[config.mk]
export PLATFORM = sky130hd
export DESIGN_NAME = collinear_waypoint_pruner
export DESIGN_NICKNAME = d
export VERILOG_FILES = /design/src/cwp_pkg.sv /design/src/cwp_queue.sv /design/src/cwp_front.sv /design/src/cwp_back.sv /design/src/collinear_waypoint_pruner.sv
export SDC_FILE = /design/constraint.sdc
export NUM_CORES = 2
export LEC_CHECK = 0
export ABC_AREA = 1
export BUFFER_PORTS_ARGS = -buffer_cell sky130_fd_sc_hd__buf_2
export CAP_MARGIN = 10
export CORE_MARGIN = 2
export CORE_UTILIZATION = 45
export CTS_CLUSTER_SIZE = 28
export DETAILED_ROUTE_END_ITERATION = 12
export GPL_ROUTABILITY_DRIVEN = 0
export SETUP_SLACK_MARGIN = 0.2
export SLEW_MARGIN = 20
export SYNTH_ARGS = -nofsm -noshare
export SYNTH_HDL_FRONTEND = slang
export SYNTH_SLANG_ARGS = --single-unit
[constraint.sdc]
create_clock -name clk_i -period 10.2 [get_ports clk_i]
set_input_delay 0.51 -clock clk_i [delete_from_list [all_inputs] [get_ports clk_i]]
set_output_delay 0.51 -clock clk_i [all_outputs]
set_load 0.01 [all_outputs]
[src/cwp_pkg.sv]
// Package of the collinear waypoint pruner.
// Holds the default widths, the queue depth and the request kinds shared by
// the front, the back and the top level. Depends on nothing.
`default_nettype none

package cwp_pkg;

  // Default coordinate widths.
  localparam int HORIZ_BITS_DEF  = 24;
  localparam int HEIGHT_BITS_DEF = 16;

  // Depth of the queue between the front and the back.
  localparam int QUEUE_DEPTH = 2;

  // What the back has to do with one queued request.
  typedef enum logic [2:0] {
    KIND_FIRST,       // first point of a longer path: pass it on
    KIND_SINGLE,      // one-point path: pass the point on twice
    KIND_MIDDLE,      // decide the pending middle point
    KIND_LAST_SHORT,  // last point of a two-point path
    KIND_LAST_LONG    // decide the middle point, then pass the last point on
  } kind_e;

endpackage

`default_nettype wire

[src/cwp_queue.sv]
// Short request queue between the front and the back of the waypoint pruner.
// Generic width and depth, valid/ready on both sides. Uses no package.
`default_nettype none

module cwp_queue #(
  parameter int WIDTH = 8,
  parameter int DEPTH = 2
) (
  input  logic             clk_i,
  input  logic             rst_ni,
  input  logic             push_valid_i,
  output logic             push_ready_o,
  input  logic [WIDTH-1:0] push_data_i,
  output logic             pop_valid_o,
  input  logic             pop_ready_i,
  output logic [WIDTH-1:0] pop_data_o
);

  localparam int PtrW = (DEPTH > 1) ? $clog2(DEPTH) : 1;
  localparam int CntW = $clog2(DEPTH + 1);

  logic [WIDTH-1:0] store_q [DEPTH];
  logic [PtrW-1:0]  wr_ptr_q, wr_ptr_d;
  logic [PtrW-1:0]  rd_ptr_q, rd_ptr_d;
  logic [CntW-1:0]  count_q, count_d;
  logic             push, pop;

  // Handshakes on both sides.
  assign push_ready_o = (count_q != CntW'(DEPTH));
  assign pop_valid_o  = (count_q != '0);
  assign push         = push_valid_i && push_ready_o;
  assign pop          = pop_valid_o && pop_ready_i;
  assign pop_data_o   = store_q[rd_ptr_q];

  // Pointer and fill count updates.
  always_comb begin
    wr_ptr_d = wr_ptr_q;
    rd_ptr_d = rd_ptr_q;
    count_d  = count_q;
    if (push) begin
      wr_ptr_d = (wr_ptr_q == PtrW'(DEPTH - 1)) ? '0 : wr_ptr_q + 1'b1;
    end
    if (pop) begin
      rd_ptr_d = (rd_ptr_q == PtrW'(DEPTH - 1)) ? '0 : rd_ptr_q + 1'b1;
    end
    if (push && !pop) begin
      count_d = count_q + 1'b1;
    end else if (pop && !push) begin
      count_d = count_q - 1'b1;
    end
  end

  always_ff @(posedge clk_i or negedge rst_ni) begin
    if (!rst_ni) begin
      wr_ptr_q <= '0;
      rd_ptr_q <= '0;
      count_q  <= '0;
    end else begin
      wr_ptr_q <= wr_ptr_d;
      rd_ptr_q <= rd_ptr_d;
      count_q  <= count_d;
    end
  end

  // Entry storage needs no reset.
  always_ff @(posedge clk_i) begin
    if (push) begin
      store_q[wr_ptr_q] <= push_data_i;
    end
  end

endmodule

`default_nettype wire

[src/cwp_front.sv]
// Front of the waypoint pruner: accepts waypoints, keeps the two-point window
// and turns each waypoint, but the second of a longer path, into a queued
// request with its segment deltas. Depends on cwp_pkg.
`default_nettype none

module cwp_front
  import cwp_pkg::*;
#(
  parameter int HORIZ_BITS  = HORIZ_BITS_DEF,
  parameter int HEIGHT_BITS = HEIGHT_BITS_DEF,
  localparam int EntryW = $bits(kind_e) + 1 + 4 * (HORIZ_BITS + 1)
                          + 4 * HORIZ_BITS + 2 * HEIGHT_BITS
) (
  input  logic                          clk_i,
  input  logic                          rst_ni,
  input  logic                          in_valid_i,
  output logic                          in_ready_o,
  input  logic signed [HORIZ_BITS-1:0]  point_x_i,
  input  logic signed [HEIGHT_BITS-1:0] point_y_i,
  input  logic signed [HORIZ_BITS-1:0]  point_z_i,
  input  logic                          path_last_i,
  output logic                          push_valid_o,
  input  logic                          push_ready_i,
  output logic [EntryW-1:0]             push_data_o
);

  // Request layout, identical in the back.
  typedef struct packed {
    kind_e                 kind;
    logic                  ybreak;
    logic [HORIZ_BITS:0]   ax;
    logic [HORIZ_BITS:0]   az;
    logic [HORIZ_BITS:0]   bx;
    logic [HORIZ_BITS:0]   bz;
    logic [HORIZ_BITS-1:0] mid_x;
    logic [HEIGHT_BITS-1:0] mid_y;
    logic [HORIZ_BITS-1:0] mid_z;
    logic [HORIZ_BITS-1:0] pt_x;
    logic [HEIGHT_BITS-1:0] pt_y;
    logic [HORIZ_BITS-1:0] pt_z;
  } entry_t;

  logic [1:0]             seen_q, seen_d;
  logic [HORIZ_BITS-1:0]  before_x_q, before_z_q, middle_x_q, middle_z_q;
  logic [HEIGHT_BITS-1:0] before_y_q, middle_y_q;
  logic                   accept;
  logic                   needs_push;
  entry_t                 entry;

  assign in_ready_o = push_ready_i;
  assign accept     = in_valid_i && in_ready_o;

  // Classify the waypoint by its place in the path and form its request.
  always_comb begin
    entry.kind = KIND_FIRST;
    needs_push = 1'b1;
    case (seen_q)
      2'd0: entry.kind = path_last_i ? KIND_SINGLE : KIND_FIRST;
      2'd1: begin
        entry.kind = KIND_LAST_SHORT;
        needs_push = path_last_i;
      end
      default: entry.kind = path_last_i ? KIND_LAST_LONG : KIND_MIDDLE;
    endcase

    // Segment deltas, sign-extended by one bit so they cannot overflow.
    entry.ax = {middle_x_q[HORIZ_BITS-1], middle_x_q}
             - {before_x_q[HORIZ_BITS-1], before_x_q};
    entry.az = {middle_z_q[HORIZ_BITS-1], middle_z_q}
             - {before_z_q[HORIZ_BITS-1], before_z_q};
    entry.bx = {point_x_i[HORIZ_BITS-1], point_x_i}
             - {middle_x_q[HORIZ_BITS-1], middle_x_q};
    entry.bz = {point_z_i[HORIZ_BITS-1], point_z_i}
             - {middle_z_q[HORIZ_BITS-1], middle_z_q};
    entry.ybreak = (middle_y_q != before_y_q) || (middle_y_q != point_y_i);
    entry.mid_x  = middle_x_q;
    entry.mid_y  = middle_y_q;
    entry.mid_z  = middle_z_q;
    entry.pt_x   = point_x_i;
    entry.pt_y   = point_y_i;
    entry.pt_z   = point_z_i;
  end

  assign push_valid_o = accept && needs_push;
  assign push_data_o  = entry;

  // Points seen in the current path, back to zero after the last point.
  always_comb begin
    seen_d = seen_q;
    if (accept) begin
      if (path_last_i) begin
        seen_d = 2'd0;
      end else if (seen_q != 2'd2) begin
        seen_d = seen_q + 2'd1;
      end
    end
  end

  always_ff @(posedge clk_i or negedge rst_ni) begin
    if (!rst_ni) begin
      seen_q     <= 2'd0;
      before_x_q <= '0;
      before_y_q <= '0;
      before_z_q <= '0;
      middle_x_q <= '0;
      middle_y_q <= '0;
      middle_z_q <= '0;
    end else begin
      seen_q <= seen_d;
      // Shift the window; after the last point it is cleared.
      if (accept) begin
        if (path_last_i) begin
          before_x_q <= '0;
          before_y_q <= '0;
          before_z_q <= '0;
          middle_x_q <= '0;
          middle_y_q <= '0;
          middle_z_q <= '0;
        end else begin
          before_x_q <= middle_x_q;
          before_y_q <= middle_y_q;
          before_z_q <= middle_z_q;
          middle_x_q <= point_x_i;
          middle_y_q <= point_y_i;
          middle_z_q <= point_z_i;
        end
      end
    end
  end

endmodule

`default_nettype wire

[src/cwp_back.sv]
// Back of the waypoint pruner: forms the two cross-product terms of each
// request, decides the middle point and emits zero, one or two kept points
// through an output register. Depends on cwp_pkg.
`default_nettype none

module cwp_back
  import cwp_pkg::*;
#(
  parameter int HORIZ_BITS  = HORIZ_BITS_DEF,
  parameter int HEIGHT_BITS = HEIGHT_BITS_DEF,
  localparam int EntryW = $bits(kind_e) + 1 + 4 * (HORIZ_BITS + 1)
                          + 4 * HORIZ_BITS + 2 * HEIGHT_BITS
) (
  input  logic                          clk_i,
  input  logic                          rst_ni,
  input  logic                          pop_valid_i,
  output logic                          pop_ready_o,
  input  logic [EntryW-1:0]             pop_data_i,
  output logic                          out_valid_o,
  input  logic                          out_ready_i,
  output logic signed [HORIZ_BITS-1:0]  kept_x_o,
  output logic signed [HEIGHT_BITS-1:0] kept_y_o,
  output logic signed [HORIZ_BITS-1:0]  kept_z_o,
  output logic                          path_end_o,
  output logic                          run_last_o
);

  localparam int ProdW = 2 * (HORIZ_BITS + 1);

  // Request layout, identical in the front.
  typedef struct packed {
    kind_e                 kind;
    logic                  ybreak;
    logic [HORIZ_BITS:0]   ax;
    logic [HORIZ_BITS:0]   az;
    logic [HORIZ_BITS:0]   bx;
    logic [HORIZ_BITS:0]   bz;
    logic [HORIZ_BITS-1:0] mid_x;
    logic [HEIGHT_BITS-1:0] mid_y;
    logic [HORIZ_BITS-1:0] mid_z;
    logic [HORIZ_BITS-1:0] pt_x;
    logic [HEIGHT_BITS-1:0] pt_y;
    logic [HORIZ_BITS-1:0] pt_z;
  } entry_t;

  // Request with its products, held in the product register.
  typedef struct packed {
    kind_e                 kind;
    logic                  ybreak;
    logic [ProdW-1:0]      p1;
    logic [ProdW-1:0]      p2;
    logic [HORIZ_BITS-1:0] mid_x;
    logic [HEIGHT_BITS-1:0] mid_y;
    logic [HORIZ_BITS-1:0] mid_z;
    logic [HORIZ_BITS-1:0] pt_x;
    logic [HEIGHT_BITS-1:0] pt_y;
    logic [HORIZ_BITS-1:0] pt_z;
  } stage_t;

  // One kept point on its way out.
  typedef struct packed {
    logic [HORIZ_BITS-1:0]  x;
    logic [HEIGHT_BITS-1:0] y;
    logic [HORIZ_BITS-1:0]  z;
    logic                   path_end;
    logic                   run_last;
  } result_t;

  entry_t                  req;
  stage_t                  stage_q, stage_d;
  logic                    stage_valid_q;
  logic                    phase_q, phase_d;
  logic                    out_valid_q, out_valid_d;
  result_t                 out_q;
  logic signed [ProdW-1:0] prod1, prod2;
  logic                    keep;
  logic [1:0]              n_results;
  result_t                 res0, res1, res_sel;
  logic                    final_result;
  logic                    out_free;
  logic                    consume;
  logic                    load_out;

  assign req = pop_data_i;

  // Exact cross-product terms; equal terms mean the xz turn is zero.
  assign prod1 = $signed(req.ax) * $signed(req.bz);
  assign prod2 = $signed(req.az) * $signed(req.bx);

  always_comb begin
    stage_d.kind   = req.kind;
    stage_d.ybreak = req.ybreak;
    stage_d.p1     = prod1;
    stage_d.p2     = prod2;
    stage_d.mid_x  = req.mid_x;
    stage_d.mid_y  = req.mid_y;
    stage_d.mid_z  = req.mid_z;
    stage_d.pt_x   = req.pt_x;
    stage_d.pt_y   = req.pt_y;
    stage_d.pt_z   = req.pt_z;
  end

  // The middle point stays when the path turns or changes height.
  assign keep = (stage_q.p1 != stage_q.p2) || stage_q.ybreak;

  // Results that the held request produces, in order.
  always_comb begin
    res0 = '{x: stage_q.pt_x, y: stage_q.pt_y, z: stage_q.pt_z,
             path_end: 1'b1, run_last: 1'b1};
    res1 = res0;
    n_results = 2'd0;
    case (stage_q.kind)
      KIND_FIRST: begin
        n_results     = 2'd1;
        res0.path_end = 1'b0;
      end
      KIND_SINGLE: begin
        n_results     = 2'd2;
        res0.path_end = 1'b0;
        res0.run_last = 1'b0;
      end
      KIND_MIDDLE: begin
        n_results = keep ? 2'd1 : 2'd0;
        res0      = '{x: stage_q.mid_x, y: stage_q.mid_y, z: stage_q.mid_z,
                      path_end: 1'b0, run_last: 1'b1};
      end
      KIND_LAST_SHORT: begin
        n_results = 2'd1;
      end
      KIND_LAST_LONG: begin
        if (keep) begin
          n_results = 2'd2;
          res0      = '{x: stage_q.mid_x, y: stage_q.mid_y, z: stage_q.mid_z,
                        path_end: 1'b0, run_last: 1'b0};
        end else begin
          n_results = 2'd1;
        end
      end
      default: n_results = 2'd0;
    endcase
  end

  assign res_sel      = phase_q ? res1 : res0;
  assign final_result = (n_results == 2'd1) || phase_q;
  assign out_free     = !out_valid_q || out_ready_i;
  assign load_out     = stage_valid_q && (n_results != 2'd0) && out_free;
  assign consume      = stage_valid_q
                        && ((n_results == 2'd0) || (out_free && final_result));
  assign pop_ready_o  = !stage_valid_q || consume;

  // Phase and output register control.
  always_comb begin
    phase_d = phase_q;
    if (load_out) begin
      phase_d = !final_result;
    end
    out_valid_d = out_valid_q;
    if (load_out) begin
      out_valid_d = 1'b1;
    end else if (out_ready_i) begin
      out_valid_d = 1'b0;
    end
  end

  always_ff @(posedge clk_i or negedge rst_ni) begin
    if (!rst_ni) begin
      stage_valid_q <= 1'b0;
      phase_q       <= 1'b0;
      out_valid_q   <= 1'b0;
    end else begin
      if (pop_ready_o) begin
        stage_valid_q <= pop_valid_i;
      end
      phase_q     <= phase_d;
      out_valid_q <= out_valid_d;
    end
  end

  // Payload registers need no reset.
  always_ff @(posedge clk_i) begin
    if (pop_ready_o && pop_valid_i) begin
      stage_q <= stage_d;
    end
    if (load_out) begin
      out_q <= res_sel;
    end
  end

  assign out_valid_o = out_valid_q;
  assign kept_x_o    = out_q.x;
  assign kept_y_o    = out_q.y;
  assign kept_z_o    = out_q.z;
  assign path_end_o  = out_q.path_end;
  assign run_last_o  = out_q.run_last;

  // The second result belongs only to a request that has two.
  a_phase_two: assert property (@(posedge clk_i) disable iff (!rst_ni)
    phase_q |-> stage_valid_q
                && ((stage_q.kind == KIND_SINGLE) || (stage_q.kind == KIND_LAST_LONG)))
    else $error("second result pending for a request with one result");

  // The end of a path is always the last result of its request.
  a_end_is_last: assert property (@(posedge clk_i) disable iff (!rst_ni)
    out_valid_q && out_q.path_end |-> out_q.run_last)
    else $error("path end without run last");

  // A request is never released while its first of two results waits.
  a_no_early_release: assert property (@(posedge clk_i) disable iff (!rst_ni)
    load_out && !phase_q && (n_results == 2'd2) |=> stage_valid_q && phase_q)
    else $error("two-result request released after its first result");

  // A stalled result is not overwritten.
  a_hold_result: assert property (@(posedge clk_i) disable iff (!rst_ni)
    out_valid_q && !out_ready_i |-> !load_out)
    else $error("output register loaded while stalled");

endmodule

`default_nettype wire

[src/collinear_waypoint_pruner.sv]
// Collinear waypoint pruner. Waypoints stream in one per request on the input
// channel, path_last_i marking the final point of a path. The first and last
// points of every path are passed on; a middle point is passed on only if the
// path turns there in the xz plane (exact cross product) or changes height.
// A one-point path yields its point twice. The block accepts one waypoint per
// cycle while the output is taken and no waypoint yields two results. A
// waypoint's first result passes the request queue, the cross-product register
// and the output register. A waypoint that yields two results holds its request
// in the cross-product register until both have left, so the output
// register sets the sustained rate at one result per cycle while the output
// is taken; the two-entry queue lets input keep running in brief output stalls.
`default_nettype none

module collinear_waypoint_pruner
  import cwp_pkg::*;
#(
  parameter int HORIZ_BITS  = HORIZ_BITS_DEF,
  parameter int HEIGHT_BITS = HEIGHT_BITS_DEF
) (
  input  logic                          clk_i,
  input  logic                          rst_ni,
  input  logic                          in_valid_i,
  output logic                          in_ready_o,
  input  logic signed [HORIZ_BITS-1:0]  point_x_i,
  input  logic signed [HEIGHT_BITS-1:0] point_y_i,
  input  logic signed [HORIZ_BITS-1:0]  point_z_i,
  input  logic                          path_last_i,
  output logic                          out_valid_o,
  input  logic                          out_ready_i,
  output logic signed [HORIZ_BITS-1:0]  kept_x_o,
  output logic signed [HEIGHT_BITS-1:0] kept_y_o,
  output logic signed [HORIZ_BITS-1:0]  kept_z_o,
  output logic                          path_end_o,
  output logic                          run_last_o
);

  localparam int EntryW = $bits(kind_e) + 1 + 4 * (HORIZ_BITS + 1)
                          + 4 * HORIZ_BITS + 2 * HEIGHT_BITS;

  logic              push_valid, push_ready;
  logic [EntryW-1:0] push_data;
  logic              pop_valid, pop_ready;
  logic [EntryW-1:0] pop_data;

  // Front: window and classification.
  cwp_front #(
    .HORIZ_BITS  (HORIZ_BITS),
    .HEIGHT_BITS (HEIGHT_BITS)
  ) u_front (
    .clk_i        (clk_i),
    .rst_ni       (rst_ni),
    .in_valid_i   (in_valid_i),
    .in_ready_o   (in_ready_o),
    .point_x_i    (point_x_i),
    .point_y_i    (point_y_i),
    .point_z_i    (point_z_i),
    .path_last_i  (path_last_i),
    .push_valid_o (push_valid),
    .push_ready_i (push_ready),
    .push_data_o  (push_data)
  );

  // Request queue between the two halves.
  cwp_queue #(
    .WIDTH (EntryW),
    .DEPTH (QUEUE_DEPTH)
  ) u_queue (
    .clk_i        (clk_i),
    .rst_ni       (rst_ni),
    .push_valid_i (push_valid),
    .push_ready_o (push_ready),
    .push_data_i  (push_data),
    .pop_valid_o  (pop_valid),
    .pop_ready_i  (pop_ready),
    .pop_data_o   (pop_data)
  );

  // Back: decision and result emission.
  cwp_back #(
    .HORIZ_BITS  (HORIZ_BITS),
    .HEIGHT_BITS (HEIGHT_BITS)
  ) u_back (
    .clk_i       (clk_i),
    .rst_ni      (rst_ni),
    .pop_valid_i (pop_valid),
    .pop_ready_o (pop_ready),
    .pop_data_i  (pop_data),
    .out_valid_o (out_valid_o),
    .out_ready_i (out_ready_i),
    .kept_x_o    (kept_x_o),
    .kept_y_o    (kept_y_o),
    .kept_z_o    (kept_z_o),
    .path_end_o  (path_end_o),
    .run_last_o  (run_last_o)
  );

endmodule

`default_nettype wire

# Yosys cells after proc, flatten, opt, wreduce, memory -nomap -nowiden
# Memory sizes are Yosys's and may differ from the RTL's.
# Index checks and enable logic that the tools add are counted.
# totals
reg_bits,435
word_cells,111
memories,1
ram_bits,464
# memory_table
name,words,width,read_ports,rd_clocked_by_memory_dff,write_ports,line_no,source
u_queue.store_q,2,232,1,0,1,cwp_queue.sv:22,logic [WIDTH-1:0] store_q [DEPTH];
# op_classes
n_addsub,9
n_mux,28
n_mul,2
eq_ne,11
n_reduce_logical,32
# op_table
cell,count
66-bit two-way mux,2
64-bit one-hot mux with 2 select lines,1
25-bit by 25-bit multiplier with 50-bit output,2
24-bit by 24-bit subtractor with 25-bit output,4
24-bit two-way mux,4
50-bit != test,1
16-bit two-way mux,2
16-bit != test,2
1-bit logical AND,10
2-bit two-way mux,5
2-bit nonzero test,5
1-bit two-way mux,9
2-bit one-hot mux with 4 select lines,1
3-bit by 2-bit equality test with 1-bit output (second input constant),2
1-bit logical OR,6
3-bit one-hot mux with 2 select lines,1
1-bit zero test,5
2-bit by 1-bit adder with 2-bit output (second input constant),2
2-bit by 1-bit equality test with 1-bit output (second input constant),2
2-bit zero test,2
2-bit != test (second input constant),2
1-bit one-hot mux with 2 select lines,2
3-bit by 1-bit equality test with 1-bit output (second input constant),1
3-bit equality test (second input constant),1
other kinds (7),8

# Logic depth before layout (Yosys ltp)
# logic_depth
depth_word,14
ltp_mapped,35

# By module
# Synthesis repeated with hierarchy kept, for this count alone.
# unflattened
hier_cells,10363
hier_area_um2,90027.6
# by_module_without_submodules
mod,cells_each,seq_area_each_um2,area_per_inst_um2,instances
cwp_back,6881,9023.7,59408.2,1
cwp_queue,1240,14033.5,17147.7,1
cwp_front,2242,3253.1,13471.7,1

# Worst setup path before layout
# Ideal clock, no wire load.
# synth_path
path_kind,in2reg
from,input port path_last_i
to,memory u_queue.store_q[0][0] in the netlist's numbering (enable)
t_required_ns,9.372
path_slack_ns,-1.418
cell_stages,5
n_path_buf,1
arrival_time_ns,10.790
cell_sequence,clkbuf_1 > inv_2 > a21oi_1 > inv_1 > nor2_1
# synth_via
elab_chain_len,5
# synth_lines
item,line_no,source
"start, declared",collinear_waypoint_pruner.sv:27,"input logic path_last_i,"
1-bit two-way mux,cwp_front.sv:57,case (seen_q)
1-bit logical AND,cwp_front.sv:84,assign push_valid_o = accept && needs_push;
1-bit logical AND,cwp_queue.sv:31,assign push = push_valid_i && push_ready_o;
named net u_queue.push,cwp_queue.sv:26,"logic push, pop;"
1-bit two-way mux,cwp_queue.sv:67,if (push) begin
1-bit two-way mux (implied by the code),cwp_queue.sv:68,store_q[wr_ptr_q] <= push_data_i;
"end, declared",cwp_queue.sv:22,
# The timed path passes the listed nets, and every way through them passes these cells.

# Worst setup path in the final report
# layout_path
from,register u_queue.rd_ptr_q
to,"register u_back.stage_q[173] in the netlist's numbering, data pin"
# layout_via
elab_chain_len,2
# layout_lines
item,line_no,source
"start, declared",cwp_queue.sv:24,"logic [PtrW-1:0] rd_ptr_q, rd_ptr_d;"
"start signal, assigned",cwp_queue.sv:60,rd_ptr_q <= rd_ptr_d;
memory 2 x 232 bit,n/a,
25-bit by 25-bit multiplier with 50-bit output,cwp_back.sv:88,assign prod2 = $signed(req.az) * $signed(req.bx);
named net u_back.prod2[45],cwp_back.sv:75,"logic signed [ProdW-1:0] prod1, prod2;"
"end signal, assigned",cwp_back.sv:182,stage_q <= stage_d;
"end, declared",cwp_back.sv:70,"stage_t stage_q, stage_d;"
# The timed path passes the listed nets, and every way through them passes these cells.
# A chain may end at the register's enable or synchronous reset.

==> results.md <==
- The flow ran to the end, and the final reports show no timing, DRC or antenna violations.
- The number of DRC violations after detailed routing is 0.
- A synthesized cell averages 9.77 um2.
- Input and output buffers added on the ports amount to 136.
- Summed over all layers, the global routing overflow is 0.
- In the synthesized netlist, mux cells make up 0.0238% of the area.
- Counting stages on the worst path, the most repeated cell is sky130_fd_sc_hd__fa_1.
- The top-level port count is 137.
- The maximum buffer depth of the clock tree is 3.
- The clock insertion delay at the later pin of the skew report is 0.72 ns.
- The count of endpoints failing hold in the final timing report came to 0.
- The die covers 190000 um2.
- In this run the core area contains 158 standard-cell rows.
- The mapped cell area is 84000 um2.
- Summing the sequential cell areas from Yosys gives 31.3% of the chip area.
- The root buffer selected by CTS is sky130_fd_sc_hd__clkbuf_16.
- The total negative slack for setup checks is 0 ns.
- The proportion of layout cells with a drive suffix above 1 is 7.53%.
- The total wire length is 241 mm.
- After Yosys synthesis, full adders, half adders and majority gates account for 37.1% of the synthesized area.
- In the routed layout, each cell is associated on average with a via count of 5.30.
- For the final database, setup skew stands at 0.0691 ns.
- The number of design-rule violations left by the first detailed-router iteration is 5270.
- The delay contributed by the slowest stage of the critical path is 0.95 ns.
- The highest-delay cell along the critical path is sky130_fd_sc_hd__fa_1.
- For the pin with the worst max-slew slack, the measured transition is 1.10 ns.
- The area of all placed cells without fillers is 90800 um2.
- Data on the critical path is required at its endpoint by 10.71 ns.
- In this run the worst path has a maximum fanout of 90.
- The maximum operating frequency is 107 MHz.
- The count of nets after finishing is 10448.
- By area the synthesized netlist is led by sky130_fd_sc_hd__fa_1, sky130_fd_sc_hd__edfxtp_1, sky130_fd_sc_hd__inv_1.
- Once the floorplan was initialized, standard cells occupied 45.3% of the core.
- The total clock buffers created by CTS is 91.
- The number of global-route vias before repair is 62430.
- The number of unique standard cell types used by synthesis is 57.
- The post-CTS setup buffer count is 0.
- Traced cell by cell, the critical path runs through inv_6, or2_2, o21ai_2, inv_1, nand2_1, fa_1, inv_1, fa_1, fa_1, inv_1, fa_1, fa_1, inv_1, fa_1, fa_1, ha_1, nand2_1, nor2_1, inv_1, nor4_1, nand4_1, nand3_1, xor2_1.
- The signal arrival time at the worst endpoint is 9.88 ns.
- The headroom to the max-slew limit is 26.6%.
- The number of enable-type register cells in the synthesized netlist is 762.
- The detail route stage leaves a number of antenna-violating nets equal to 0.
- In this run the horizontal extent of the chip is 436 um.
- Setup violations remaining at the end of the flow were counted as 0.
- Setup repair after global routing left no endpoint under its margin.
- The worst setup path is launched from a flop.
- The number of register bits inferred by synthesis is 899.
- The number of sinks driven by the clock tree is 899.
- The CTS tree is yes.
- Of the total synthesized cell area, the portion taken by AND, OR, NAND and NOR gates is 13.9%.
- The class of the tightest hold or removal check is input pin to flop.
- The worst setup path is captured at a flop.
- The prevailing post-synth register cell is sky130_fd_sc_hd__edfxtp_1.
- The pin count of the biggest net entering global routing is 157.
- The initial antenna violation count came to 5.
- The critical path is of the flop to flop type.
- The floorplan step defined a core boundary enclosing 185000 um2.
- The top cell family by delay on the critical path is adder cells.
- The worst path uses 91.9% of the clock period.
- The number of nets in the synthesized netlist is 10371.
- CTS built an H-tree with a depth of 3.
- The beginning of the worst register-to-register path is u_queue.rd_ptr_q.
- The clock transition at the register clock pins on the worst setup and hold paths after CTS is 0.07 ns.
- The start point of the critical path is u_queue.rd_ptr_q.
- The final routed wire length divided by cell count is 21.4 um.
- The leading cell type by number of instances after synthesis is sky130_fd_sc_hd__inv_1.
- After detailed placement, the total cell area comes to 87400 um2.
- By count the netlist is led by sky130_fd_sc_hd__inv_1, sky130_fd_sc_hd__nand2_1, sky130_fd_sc_hd__fa_1.
- The clock period minus worst slack is 9.37 ns.
- The final route contains 59574 vias.
- The final HPWL from detailed placement is 185 mm.
- The top cell type by total area after synthesis is sky130_fd_sc_hd__fa_1.
- For this run, the total global-route usage over all layers was measured as 25.6%.
- In the synthesized netlist the async set-or-reset flop fraction comes to 15.2%.
- From bottom edge to top edge, the die measures 436 um.
- The global-route wire length before repair is 372 mm.
- The number of detailed-route iterations in the first pass is 7.
- The number of max-cap violations is 0.
- The top cell type by area accounts for 31.5% of the synthesized area.
- The max-slew violation count is 0.
- The post-synthesis compound-gate area fraction is 5.41%.
- On the final layout, the worst hold slack is 0.0543 ns.
- The number of buffers and inverters on the critical path is 6.
- The count of synthesis-stage warnings from yosys is 0.
- The area added between synthesis and finish is 8.03%.
- The XOR/XNOR share of the synthesized area is 2.48%.
- The dominant combinational cell family by area after synthesis is adder cells.
- The total of cells resized after clock tree synthesis is 0.
- The instance count of the mapped netlist is 8600.
- In this run the most critical hold path is launched from point_z_i[14].
[logic make-up (layout without fill, tap and decap cells)]
logic type / count (synthesis) / count (layout)
muxes: 2 / 2
other: 0 / 4
and+or+nand+nor: 2907 / 2907
DFF: 899 / 899
adders and majority gates: 1702 / 1702
AOI/OAI and AO/OA: 766 / 766
xor gates and xnor gates: 238 / 238
buffers and inverters: 2086 / 2240
[what timing repair did]
item | CTS | global route
setup endpoints to repair | 0 | 0
hold endpoints to repair | 99 | 0
hold buffers | 16 | 0
[placed cells by master (no fill, tap or decap), drive strengths merged, types with 37 or more instances in the layout]
master / count
a21oi: 219
buf: 262
clkbuf: 120
dfrtp: 137
edfxtp: 762
fa: 1320
ha: 382
inv: 1799
nand2: 1652
nand3: 192
nor2: 879
o21ai: 410
o21bai: 37
or2: 102
xnor2: 106
xor2: 132
[metrics by stage]
| stage | utilization [%] | cells | setup WS [ns] |
|---|---|---|---|
| final | 48.9 | 11238 | 0.831 |
| after global placement | 47.2 | 11047 | 1.07 |
| after floorplan | - | 8600 | -1.42 |
| after CTS | 48.9 | 11234 | 1.08 |
| after detailed placement | 47.2 | 11048 | 1.06 |
| after global routing | 48.9 | 11234 | 0.608 |
[worst register-to-register path: cells and delay by family (launching register included)]
family / cells / cell delay [ns]
flip-flops: 1 / 0.73
buffers and inverters: 6 / 1.70
adder cells (fa/ha/maj): 8 / 4.43
AND/OR/NAND/NOR: 7 / 1.89
AO/OA/AOI/OAI: 1 / 0.27
XOR/XNOR: 1 / 0.21
[area by class of cell]
type                            count  area [um2]
Fill cell                       17197       94700
Multi-Input combinational cell   5615       49600
Sequential cell                   899       26300
Inverter                         1792        6750
Tap cell                         2480        3100
Clock buffer                      120        2470
Timing Repair Buffer              278        1840
Clock inverter                     50         663
Antenna cell                        4        10.0
[flip-flops by register name, indices dropped and copies added, names as in the netlist, 24 cells and up]
signal and flops:
u_back.res1 64, u_front.before_z_q 24, u_back.kept_z_o 24, u_back.kept_x_o 24, u_front.before_x_q 24, u_back.stage_q 168
u_front.middle_z_q 24, u_front.middle_x_q 24, u_queue.store_q 464
[worst paths after layout]
path                                     endpoint  cells after the start  slack, ns
min                        u_queue.store_q[0][14]                      1       0.05
min reg2reg                 u_front.before_z_q[0]                      2       0.49
max in group asynchronous  u_front.middle_z_q[10]                      3       8.26
max reg2reg                   u_back.stage_q[173]                     23       0.83
max                           u_back.stage_q[173]                     23       0.83
min in group asynchronous  u_front.middle_x_q[10]                      2       0.39
[routing by layer]
metal | global-route usage [%] | part of all wire (%) | vias to the layer above
li1 | - | - | 26406
met1 | 34.5 | 41 | 30184
met2 | 41.4 | 47 | 2492
met3 | 5.06 | 8.8 | 486
met4 | 9.02 | 4.1 | 6
met5 | 0 | 0.014 | -
Power is left out: the tool's default activity adds up to more than one toggle a clock period on the data nets, which glitch-free logic cannot reach.
